File: src/design/rpn_pkg.sv
// Shared types, constants and codes for the RPN stack evaluator.
// Depends on nothing; every other design file but rpn_ram imports it.
package rpn_pkg;

	localparam int STACK_DEPTH   = 16;
	localparam int FRACTION_BITS = 16;
	localparam int DATA_W        = 32;
	localparam int CNT_W         = $clog2(STACK_DEPTH + 1);
	localparam int IDX_W         = $clog2(STACK_DEPTH);

	// Divider sizing: two quotient bits per cycle over the scaled dividend
	localparam int DIV_W      = DATA_W + FRACTION_BITS;
	localparam int DIV_STEPS  = (DIV_W + 1) / 2;
	localparam int DIV_PAD_W  = 2 * DIV_STEPS;
	localparam int DIV_CNT_W  = $clog2(DIV_STEPS + 1);

	localparam logic signed [DATA_W-1:0] Q_MAX = {1'b0, {(DATA_W-1){1'b1}}};
	localparam logic signed [DATA_W-1:0] Q_MIN = {1'b1, {(DATA_W-1){1'b0}}};

	localparam logic KIND_OPERAND  = 1'b0;
	localparam logic KIND_OPERATOR = 1'b1;

	typedef enum logic [1:0] {
		OP_ADD = 2'd0,
		OP_SUB = 2'd1,
		OP_MUL = 2'd2,
		OP_DIV = 2'd3
	} op_t;

	typedef enum logic [1:0] {
		ERR_NONE  = 2'd0,
		ERR_UNDER = 2'd1,
		ERR_OVER  = 2'd2,
		ERR_DIVZ  = 2'd3
	} err_t;

	localparam logic [2:0] STAT_OK    = 3'd0;
	localparam logic [2:0] STAT_UNDER = 3'd1;
	localparam logic [2:0] STAT_OVER  = 3'd2;
	localparam logic [2:0] STAT_DIVZ  = 3'd3;
	localparam logic [2:0] STAT_EMPTY = 3'd4;

	typedef struct packed {
		logic                     kind;
		logic signed [DATA_W-1:0] operand_value;
		logic [1:0]               operator_code;
		logic                     last_token;
	} token_t;

	typedef struct packed {
		logic signed [DATA_W-1:0] result_value;
		logic [2:0]               status;
	} result_t;

	// Controller to datapath commands
	typedef struct packed {
		logic load_tok;
		logic push_operand;
		logic set_under;
		logic latch_left;
		logic mul_start;
		logic div_start;
		logic push_result;
		logic emit;
	} dp_cmd_t;

	// Datapath to controller status
	typedef struct packed {
		logic kind;
		logic last;
		logic is_div;
		logic under;
		logic lt2;
		logic right_zero;
		logic div_done;
		logic out_blocked;
	} dp_sts_t;

endpackage

File: src/design/rpn_stack_evaluator.sv
// Top level of the RPN stack evaluator: controller plus datapath.
// Depends on rpn_pkg, rpn_ctrl and rpn_dp.
//
//   channel   valid          stall          payload
//   token     token_valid    token_stall    token  (rpn_pkg::token_t)
//   result    result_valid   result_stall   result (rpn_pkg::result_t)
//
// One token at a time on Q16.16 values: an operand passes through decode and done;
// add, subtract and multiply through decode, read, execute, write and done; a divide
// also waits in the divide state for the two-bit-per-cycle divider, which a divide
// by zero skips. A last token is emitted from done unless the result
// register is still held by result_stall, in which case the controller waits.
// Reset clears the stack count, error and result valid; no clearing pass.
module rpn_stack_evaluator (
	input  logic             clk,
	input  logic             arst_n,
	input  logic             token_valid,
	output logic             token_stall,
	input  rpn_pkg::token_t  token,
	output logic             result_valid,
	input  logic             result_stall,
	output rpn_pkg::result_t result
);
	import rpn_pkg::*;

	dp_cmd_t cmd;
	dp_sts_t sts;

	rpn_ctrl u_ctrl (
		.clk         (clk),
		.arst_n      (arst_n),
		.token_valid (token_valid),
		.token_stall (token_stall),
		.sts         (sts),
		.cmd         (cmd)
	);

	rpn_dp u_dp (
		.clk          (clk),
		.arst_n       (arst_n),
		.token        (token),
		.cmd          (cmd),
		.sts          (sts),
		.result_valid (result_valid),
		.result_stall (result_stall),
		.result       (result)
	);

endmodule

File: src/design/rpn_ram.sv
// Generic single-port-write, single-port-read RAM with registered read data.
// Depends on nothing.
module rpn_ram #(
	parameter int WIDTH = 32,
	parameter int DEPTH = 16
) (
	input  logic                     clk,
	input  logic                     wr_en,
	input  logic [$clog2(DEPTH)-1:0] wr_addr,
	input  logic [WIDTH-1:0]         wr_data,
	input  logic [$clog2(DEPTH)-1:0] rd_addr,
	output logic [WIDTH-1:0]         rd_data
);

	logic [WIDTH-1:0] mem_q [DEPTH];

	// Write and registered read
	always_ff @(posedge clk) begin
		if (wr_en) begin
			mem_q[wr_addr] <= wr_data;
		end
		rd_data <= mem_q[rd_addr];
	end

endmodule

File: src/design/rpn_div.sv
// Iterative signed fixed-point divider, two quotient bits per cycle, saturating.
// Depends on rpn_pkg.
module rpn_div (
	input  logic                             clk,
	input  logic                             arst_n,
	input  logic                             start,
	input  logic signed [rpn_pkg::DATA_W-1:0] dividend,
	input  logic signed [rpn_pkg::DATA_W-1:0] divisor,
	output logic                             done,
	output logic signed [rpn_pkg::DATA_W-1:0] quotient
);
	import rpn_pkg::*;

	logic [DIV_PAD_W-1:0] num_q;
	logic [DATA_W-1:0]    rem_q;
	logic [DATA_W-1:0]    den_q;
	logic                 neg_q;
	logic                 busy_q;
	logic [DIV_CNT_W-1:0] cnt_q;

	logic [DIV_PAD_W-1:0] num_nx;
	logic [DATA_W-1:0]    rem_nx;
	logic [DATA_W-1:0]    a_mag;
	logic [DATA_W-1:0]    b_mag;

	// Magnitudes of the operands
	assign a_mag = dividend[DATA_W-1] ? (~dividend + 1'b1) : dividend;
	assign b_mag = divisor[DATA_W-1]  ? (~divisor + 1'b1)  : divisor;

	// Two restoring steps
	always_comb begin
		logic [DATA_W:0] trial;
		num_nx = num_q;
		rem_nx = rem_q;
		trial  = '0;
		for (int i = 0; i < 2; i++) begin
			trial  = {rem_nx, num_nx[DIV_PAD_W-1]};
			num_nx = {num_nx[DIV_PAD_W-2:0], 1'b0};
			if (trial >= {1'b0, den_q}) begin
				trial     = trial - {1'b0, den_q};
				num_nx[0] = 1'b1;
			end
			rem_nx = trial[DATA_W-1:0];
		end
	end

	// Load operands, then advance until all steps are done
	always_ff @(posedge clk or negedge arst_n) begin
		if (!arst_n) begin
			busy_q <= 1'b0;
			cnt_q  <= '0;
			done   <= 1'b0;
		end else begin
			if (start) begin
				busy_q <= 1'b1;
				cnt_q  <= DIV_CNT_W'(DIV_STEPS);
				done   <= 1'b0;
			end else if (busy_q) begin
				cnt_q <= cnt_q - 1'b1;
				if (cnt_q == DIV_CNT_W'(1)) begin
					busy_q <= 1'b0;
					done   <= 1'b1;
				end else begin
					done <= 1'b0;
				end
			end else begin
				done <= 1'b0;
			end
		end
	end

	always_ff @(posedge clk) begin
		if (start) begin
			num_q <= DIV_PAD_W'(a_mag) << FRACTION_BITS;
			rem_q <= '0;
			den_q <= b_mag;
			neg_q <= dividend[DATA_W-1] ^ divisor[DATA_W-1];
		end else if (busy_q) begin
			num_q <= num_nx;
			rem_q <= rem_nx;
		end
	end

	// Apply sign and saturate
	always_comb begin
		if (neg_q) begin
			if ((|(num_q >> 32)) || (num_q[31] && (|num_q[30:0]))) begin
				quotient = Q_MIN;
			end else begin
				quotient = ~num_q[DATA_W-1:0] + 1'b1;
			end
		end else begin
			if (|(num_q >> 31)) begin
				quotient = Q_MAX;
			end else begin
				quotient = num_q[DATA_W-1:0];
			end
		end
	end

endmodule

File: src/design/rpn_dp.sv
// Datapath: token register, operand stack RAM, count and error, ALU, divider,
// result register. Depends on rpn_pkg, rpn_ram and rpn_div.
module rpn_dp (
	input  logic                clk,
	input  logic                arst_n,
	input  rpn_pkg::token_t     token,
	input  rpn_pkg::dp_cmd_t    cmd,
	output rpn_pkg::dp_sts_t    sts,
	output logic                result_valid,
	input  logic                result_stall,
	output rpn_pkg::result_t    result
);
	import rpn_pkg::*;

	token_t                   tok_q;
	logic signed [DATA_W-1:0] left_q;
	logic signed [DATA_W-1:0] right_q;
	logic signed [DATA_W-1:0] top_q;
	logic [CNT_W-1:0]         count_q;
	err_t                     err_q;
	logic signed [2*DATA_W-1:0] prod_s1;

	logic                     wr_en;
	logic [IDX_W-1:0]         wr_addr;
	logic signed [DATA_W-1:0] wr_data;
	logic [CNT_W-1:0]         second_idx;
	logic [DATA_W-1:0]        rd_data;

	logic signed [DATA_W-1:0] div_q;
	logic                     div_done;
	logic signed [DATA_W-1:0] alu_res;
	logic signed [DATA_W:0]   sum_add;
	logic signed [DATA_W:0]   sum_sub;
	logic signed [2*DATA_W-1:0] prod_sh;
	logic                     full;
	logic                     divz;

	assign full       = (count_q >= CNT_W'(STACK_DEPTH));
	assign second_idx = count_q - CNT_W'(2);
	assign divz       = (op_t'(tok_q.operator_code) == OP_DIV) && (right_q == '0);

	// Stack writes: operand push or operator result, always at the count
	assign wr_en   = (cmd.push_operand && !full) || cmd.push_result;
	assign wr_addr = count_q[IDX_W-1:0];
	assign wr_data = cmd.push_result ? alu_res : tok_q.operand_value;

	rpn_ram #(.WIDTH(DATA_W), .DEPTH(STACK_DEPTH)) u_stack (
		.clk     (clk),
		.wr_en   (wr_en),
		.wr_addr (wr_addr),
		.wr_data (wr_data),
		.rd_addr (second_idx[IDX_W-1:0]),
		.rd_data (rd_data)
	);

	rpn_div u_div (
		.clk      (clk),
		.arst_n   (arst_n),
		.start    (cmd.div_start),
		.dividend (left_q),
		.divisor  (right_q),
		.done     (div_done),
		.quotient (div_q)
	);

	// Operator result with saturation
	always_comb begin
		sum_add = {left_q[DATA_W-1], left_q} + {right_q[DATA_W-1], right_q};
		sum_sub = {left_q[DATA_W-1], left_q} - {right_q[DATA_W-1], right_q};
		prod_sh = prod_s1 >>> FRACTION_BITS;
		unique case (op_t'(tok_q.operator_code))
			OP_ADD: begin
				if (sum_add[DATA_W] != sum_add[DATA_W-1]) begin
					alu_res = sum_add[DATA_W] ? Q_MIN : Q_MAX;
				end else begin
					alu_res = sum_add[DATA_W-1:0];
				end
			end
			OP_SUB: begin
				if (sum_sub[DATA_W] != sum_sub[DATA_W-1]) begin
					alu_res = sum_sub[DATA_W] ? Q_MIN : Q_MAX;
				end else begin
					alu_res = sum_sub[DATA_W-1:0];
				end
			end
			OP_MUL: begin
				if ((&prod_sh[2*DATA_W-1:DATA_W-1]) || !(|prod_sh[2*DATA_W-1:DATA_W-1])) begin
					alu_res = prod_sh[DATA_W-1:0];
				end else begin
					alu_res = prod_sh[2*DATA_W-1] ? Q_MIN : Q_MAX;
				end
			end
			OP_DIV: begin
				if (right_q == '0) begin
					if (left_q > 0) begin
						alu_res = Q_MAX;
					end else if (left_q < 0) begin
						alu_res = Q_MIN;
					end else begin
						alu_res = '0;
					end
				end else begin
					alu_res = div_q;
				end
			end
		endcase
	end

	// Status to the controller
	always_comb begin
		sts.kind        = tok_q.kind;
		sts.last        = tok_q.last_token;
		sts.is_div      = (op_t'(tok_q.operator_code) == OP_DIV);
		sts.under       = (err_q == ERR_UNDER);
		sts.lt2         = (count_q < CNT_W'(2));
		sts.right_zero  = (right_q == '0);
		sts.div_done    = div_done;
		sts.out_blocked = result_valid && result_stall;
	end

	// Payload registers
	always_ff @(posedge clk) begin
		if (cmd.load_tok) begin
			tok_q <= token;
		end
		if (cmd.latch_left) begin
			left_q  <= rd_data;
			right_q <= top_q;
		end
		if (cmd.mul_start) begin
			prod_s1 <= left_q * right_q;
		end
		if (cmd.push_operand && !full) begin
			top_q <= tok_q.operand_value;
		end
		if (cmd.push_result) begin
			top_q <= alu_res;
		end
		if (cmd.emit) begin
			if (err_q != ERR_NONE || count_q == '0) begin
				result.result_value <= '0;
			end else begin
				result.result_value <= top_q;
			end
			unique case (err_q)
				ERR_NONE:  result.status <= (count_q == '0) ? STAT_EMPTY : STAT_OK;
				ERR_UNDER: result.status <= STAT_UNDER;
				ERR_OVER:  result.status <= STAT_OVER;
				ERR_DIVZ:  result.status <= STAT_DIVZ;
			endcase
		end
	end

	// Stack count, error and result valid
	always_ff @(posedge clk or negedge arst_n) begin
		if (!arst_n) begin
			count_q      <= '0;
			err_q        <= ERR_NONE;
			result_valid <= 1'b0;
		end else begin
			if (cmd.emit) begin
				result_valid <= 1'b1;
			end else if (result_valid && !result_stall) begin
				result_valid <= 1'b0;
			end
			if (cmd.push_operand) begin
				if (full) begin
					if (err_q == ERR_NONE) begin
						err_q <= ERR_OVER;
					end
				end else begin
					count_q <= count_q + 1'b1;
				end
			end
			if (cmd.set_under) begin
				err_q <= ERR_UNDER;
			end
			if (cmd.latch_left) begin
				count_q <= second_idx;
			end
			if (cmd.push_result) begin
				count_q <= count_q + 1'b1;
				if (divz && err_q == ERR_NONE) begin
					err_q <= ERR_DIVZ;
				end
			end
			if (cmd.emit) begin
				count_q <= '0;
				err_q   <= ERR_NONE;
			end
		end
	end

endmodule

File: src/design/rpn_ctrl.sv
// Controller state machine: sequences one token through decode, stack read,
// execute, write back and result delivery. Depends on rpn_pkg.
module rpn_ctrl (
	input  logic             clk,
	input  logic             arst_n,
	input  logic             token_valid,
	output logic             token_stall,
	input  rpn_pkg::dp_sts_t sts,
	output rpn_pkg::dp_cmd_t cmd
);
	import rpn_pkg::*;

	typedef enum logic [2:0] {
		ST_IDLE,
		ST_DECODE,
		ST_READ,
		ST_EXEC,
		ST_DIV,
		ST_WRITE,
		ST_DONE
	} state_t;

	state_t state_q;
	state_t state_nx;

	// Next state and commands
	always_comb begin
		state_nx = state_q;
		cmd      = '0;
		unique case (state_q)
			ST_IDLE: begin
				if (token_valid && !token_stall) begin
					cmd.load_tok = 1'b1;
					state_nx     = ST_DECODE;
				end
			end
			ST_DECODE: begin
				priority if (sts.under) begin
					state_nx = ST_DONE;
				end else if (sts.kind == KIND_OPERAND) begin
					cmd.push_operand = 1'b1;
					state_nx         = ST_DONE;
				end else if (sts.lt2) begin
					cmd.set_under = 1'b1;
					state_nx      = ST_DONE;
				end else begin
					state_nx = ST_READ;
				end
			end
			ST_READ: begin
				cmd.latch_left = 1'b1;
				state_nx       = ST_EXEC;
			end
			ST_EXEC: begin
				if (sts.is_div && !sts.right_zero) begin
					cmd.div_start = 1'b1;
					state_nx      = ST_DIV;
				end else begin
					cmd.mul_start = 1'b1;
					state_nx      = ST_WRITE;
				end
			end
			ST_DIV: begin
				if (sts.div_done) begin
					state_nx = ST_WRITE;
				end
			end
			ST_WRITE: begin
				cmd.push_result = 1'b1;
				state_nx        = ST_DONE;
			end
			ST_DONE: begin
				if (!sts.last) begin
					state_nx = ST_IDLE;
				end else if (!sts.out_blocked) begin
					cmd.emit = 1'b1;
					state_nx = ST_IDLE;
				end
			end
			default: begin
				state_nx = ST_IDLE;
			end
		endcase
	end

	// Hold state and registered stall
	always_ff @(posedge clk or negedge arst_n) begin
		if (!arst_n) begin
			state_q     <= ST_IDLE;
			token_stall <= 1'b0;
		end else begin
			state_q     <= state_nx;
			token_stall <= (state_nx != ST_IDLE);
		end
	end

endmodule

File: config.mk
export PLATFORM = sky130hd
export DESIGN_NAME = rpn_stack_evaluator
export DESIGN_NICKNAME = d
export VERILOG_FILES = /design/src/design/rpn_pkg.sv /design/src/design/rpn_stack_evaluator.sv /design/src/design/rpn_ram.sv /design/src/design/rpn_div.sv /design/src/design/rpn_dp.sv /design/src/design/rpn_ctrl.sv
export SDC_FILE = /design/constraint.sdc
export NUM_CORES = 2
export LEC_CHECK = 0
export ABC_AREA = 0
export BUFFER_PORTS_ARGS = -buffer_cell sky130_fd_sc_hd__buf_2
export CAP_MARGIN = 30
export CORE_ASPECT_RATIO = 0.6
export CORE_MARGIN = 3
export CORE_UTILIZATION = 55
export DETAILED_ROUTE_END_ITERATION = 8
export PLACE_DENSITY = 0.71
export RECOVER_POWER = 50
export SETUP_SLACK_MARGIN = 0.15
export SLEW_MARGIN = 5
export SYNTH_ARGS = -nofsm -noshare
export SYNTH_HDL_FRONTEND = slang
export SYNTH_SLANG_ARGS = --single-unit
export TNS_END_PERCENT = 1
File: constraint.sdc
create_clock -name clk -period 18.1 [get_ports clk]
set_input_delay 3.62 -clock clk [delete_from_list [all_inputs] [get_ports clk]]
set_output_delay 3.62 -clock clk [all_outputs]
set_load 0.01 [all_outputs]
==> impl_metrics.csv <==
group,metric,value,unit
status,status,"complete, but fails checks",
status,violations,"capacitance limit, slew limit",
worst_setup_path,cp-start-kind,"flop",
clocking,cts_buffers,86,
synth,synth_top_area_share,30.4,%
worst_setup_path,critical_path.most_common_cell,"fa_1",
grt,grt-ovfl-total,0,
worst_setup_path,cp.required,18.53,ns
sta,fin_skew,0.0706,ns
clocking,clock_latency,0.75,ns
layout,drive_gt1_share,8.05,%
floorplanning,die_w,493,um
synth,synth-compound-area-share,7.29,%
place,place_inst,8668,
route,drtIter0Drc,7122,
synth,synth.distinct_cells,106,
clocking,ctsRootBufferMaster,"clkbuf_16",
worst_setup_path,worstSetupPathType,"reg2reg",
layout,instances_no_fill,8840,
sta,min_period_over_period,60.8,%
route,drt-pass1-iter-count,6,
layout,layout_common_cells,"inv_1 (1096), fa_1 (1084), edfxtp_1 (792), nand2_1 (668), and2_1 (454)",
floorplanning,start_util,55.8,%
layout,multi_input_area,46800,um2
layout,fill_cells,11400,
floorplanning,ios,77,
floorplanning,die_area,147000,um2
synth,ys_warn_count,0,
worst_setup_path,critPathMaxFanout,35,
place,dp_hpwl,181,mm
sta,relSlewSlack,-132,%
grt,grt_util_all_layers,34.3,%
layout,layout_commonest_cell,"inv_1",
clocking,clock_sinks,891,
synth,async_flop_share,2.13,%
floorplanning,num_rows,106,
synth,synth_area_leaders,"edfxtp_1 (30%), fa_1 (28%), inv_1 (5.3%)",
clocking,post_cts_buffers,0,
clocking,cts.clk_slew.worst_paths,0.09,ns
synth,synth-seq-area-share,33.1,%
place,portBuffers,76,
floorplanning,dieHeight,298,um
sta,setup_viol,0,
grt,grt_pass1_wl,371,mm
synth,synth-seq-cells,891,
synth,synth-simple-area-share,11.6,%
job,maxCapViolations,27,
worst_setup_path,cp_top_family,"adder cells",
worst_setup_path,end_kind,"flop",
floorplanning,coreArea,140000,um2
sta,post-route-min-period,11.00,ns
route,wl,248,mm
worst_setup_path,crit_buf_inv,2,
route,avgViaCountPerCell,6.18,
synth,netlist_area,78200,um2
grt,antenna_found_initial,11,
synth,synthFlopType,"edfxtp_1",
layout,seqCellArea,25900,um2
synth,synth_edf_count,792,
grt,grt_max_degree,97,
worst_setup_path,path_cells,"clkbuf_1, inv_1, nor2_1, ha_1, fa_1, fa_2, fa_1, fa_1, fa_1, fa_1, fa_1, ha_1, a21o_1, a211oi_1, o211ai_1, a2bb2oi_1, o21a_1, a21oi_1, a211oi_2, o31ai_1, a221oi_1, xnor2_1",
sta,worst_slew_pin_slew,3.48,ns
sta,slew_violations,884,
sta,hold_viol_final,0,
route,vias,54600,
layout,syn_to_final_growth,6.74,%
route,wl_per_cell,28.0,um
clocking,hold_buffers,0,
synth,synthXorXnorAreaFrac,2.63,%
clocking,htreeDepth,3,
synth,synth_top_family_by_area,"adder cells",
synth,syn-num-nets,8404,
synth,yosysTopAreaCell,"edfxtp_1",
layout,layout.nets,8318,
min_path,hold_path_class,"reg2reg",
sta,finalSetupTns,0,ns
route,ant_nets,0,
grt,grt_pass1_vias,55400,
worst_setup_path,worst_path_max_delay_cell,"clkbuf_1",
clocking,clock_path_buffers,3,
layout,fin_util,59.6,%
worst_setup_path,slowest_delay,1.62,ns
sta,fmax,90.9,MHz
synth,synthMuxAreaShare,5.27,%
worst_setup_path,critPathArrivalTime,11.43,ns
sta,grt_setup_unrepaired,"no",
synth,avgSynthCellArea,11.2,um2
synth,yosys.area_share.adder,32.9,%
clocking,post_cts_resized,0,
synth,syn_inst,6959,
route,drc_errors,0,
clocking,cts_tree,"done",
place,gp_congestion,1.01,
==> cells by family (layout without fill, tap and decap cells) <==
logic type	count (synthesis)	in the layout
other	0	3
DFF	891	891
muxes	211	211
xor gates and xnor gates	235	235
buffers and inverters	1497	1485
AOI/OAI and AO/OA	894	894
adders and majority gates	1407	1407
and+or+nand+nor	1824	1824
==> metal layers <==
metal	GRT usage, %	wire (um)	vias to the layer above
li1	-	-	22800
met1	54.6	108000	28000
met2	45.1	98300	3552
met3	11.6	35200	357
met4	7.40	5780	4
met5	0.0649	26	-
==> cell type report <==
| class | count | area share [%] |
|---|---|---|
| diodes | 3 | 0.00899 |
| clock buffers | 114 | 2.82 |
| clock inverters | 48 | 0.727 |
| multi-input cells | 4571 | 56.0 |
| well taps | 1890 | 2.83 |
| repair buffers | 222 | 1.65 |
| flip-flops and latches | 891 | 31.0 |
| inverters | 1101 | 4.95 |
==> cell usage after synthesis (all sizes together) (70+ instances only) <==
cell type     n
a21oi       216
and2        488
clkbuf      335
dfxtp        80
edfxtp      792
fa         1085
ha          320
inv        1098
mux4        160
nand2       668
nand3        83
nor2        269
o21ai       280
xnor2       165
xor2         70
==> final timing paths <==
kind	startpoint	to	slack (ns)	cells past startpoint
hold / removal	u_dp.u_stack.rd_data[30]	u_dp.left_q[30]	0.39	0
setup / recovery	u_dp.right_q[0]	u_dp.prod_s1[62]	7.10	22
max in group asynchronous	arst_n	u_dp.u_div.busy_q	13.90	1
min in group asynchronous	arst_n	u_dp.result_valid	3.23	1
hold reg to reg	u_dp.u_stack.rd_data[30]	u_dp.left_q[30]	0.39	0
setup reg to reg	u_dp.right_q[0]	u_dp.prod_s1[62]	7.10	22
==> through the flow <==
step	instance area [um2]	hold slack (ns)	worst slack (ns)
global route	83500	0.412	6.24
detailed placement	80600	0.391	8.73
finish	83500	0.392	7.10
floorplan	78200	0.386	9.90
global placement	80600	0.387	8.78
CTS	83600	0.395	8.64
==> worst register-to-register path, stage by stage, from the launching register on <==
cell and delay, ns:
edfxtp_1 0.32, clkbuf_1 1.62, inv_1 0.79, nor2_1 0.44, ha_1 0.36, fa_1 0.55
fa_2 0.84, fa_1 0.53, fa_1 0.49, fa_1 0.56, fa_1 0.43, fa_1 0.47
ha_1 0.41, a21o_1 0.20, a211oi_1 0.39, o211ai_1 0.17, a2bb2oi_1 0.36, o21a_1 0.19
a21oi_1 0.08, a211oi_2 0.70, o31ai_1 0.33, a221oi_1 0.37, xnor2_1 0.10
==> sequential cells by signal, indices dropped and copies added (netlist names), 2 cells and up <==
signal and cells:
u_dp.u_stack.rd_data 32, u_dp.tok_q 34, u_dp.sts 2, u_dp.err_q 2
u_dp.prod_s1 48, u_dp.u_div.den_q 32, u_dp.u_stack.mem_q 512, u_dp.left_q 32
u_dp.right_q 32, u_ctrl.state_q 3, u_dp.u_div.cnt_q 5, u_dp.top_q 32
u_dp.u_div.num_q 48, u_dp.u_div.rem_q 32, u_dp.result 35, u_dp.count_q 5
Power is not shown: default switching activity piles up to over one toggle a cycle in this logic, so the estimate is an artifact.
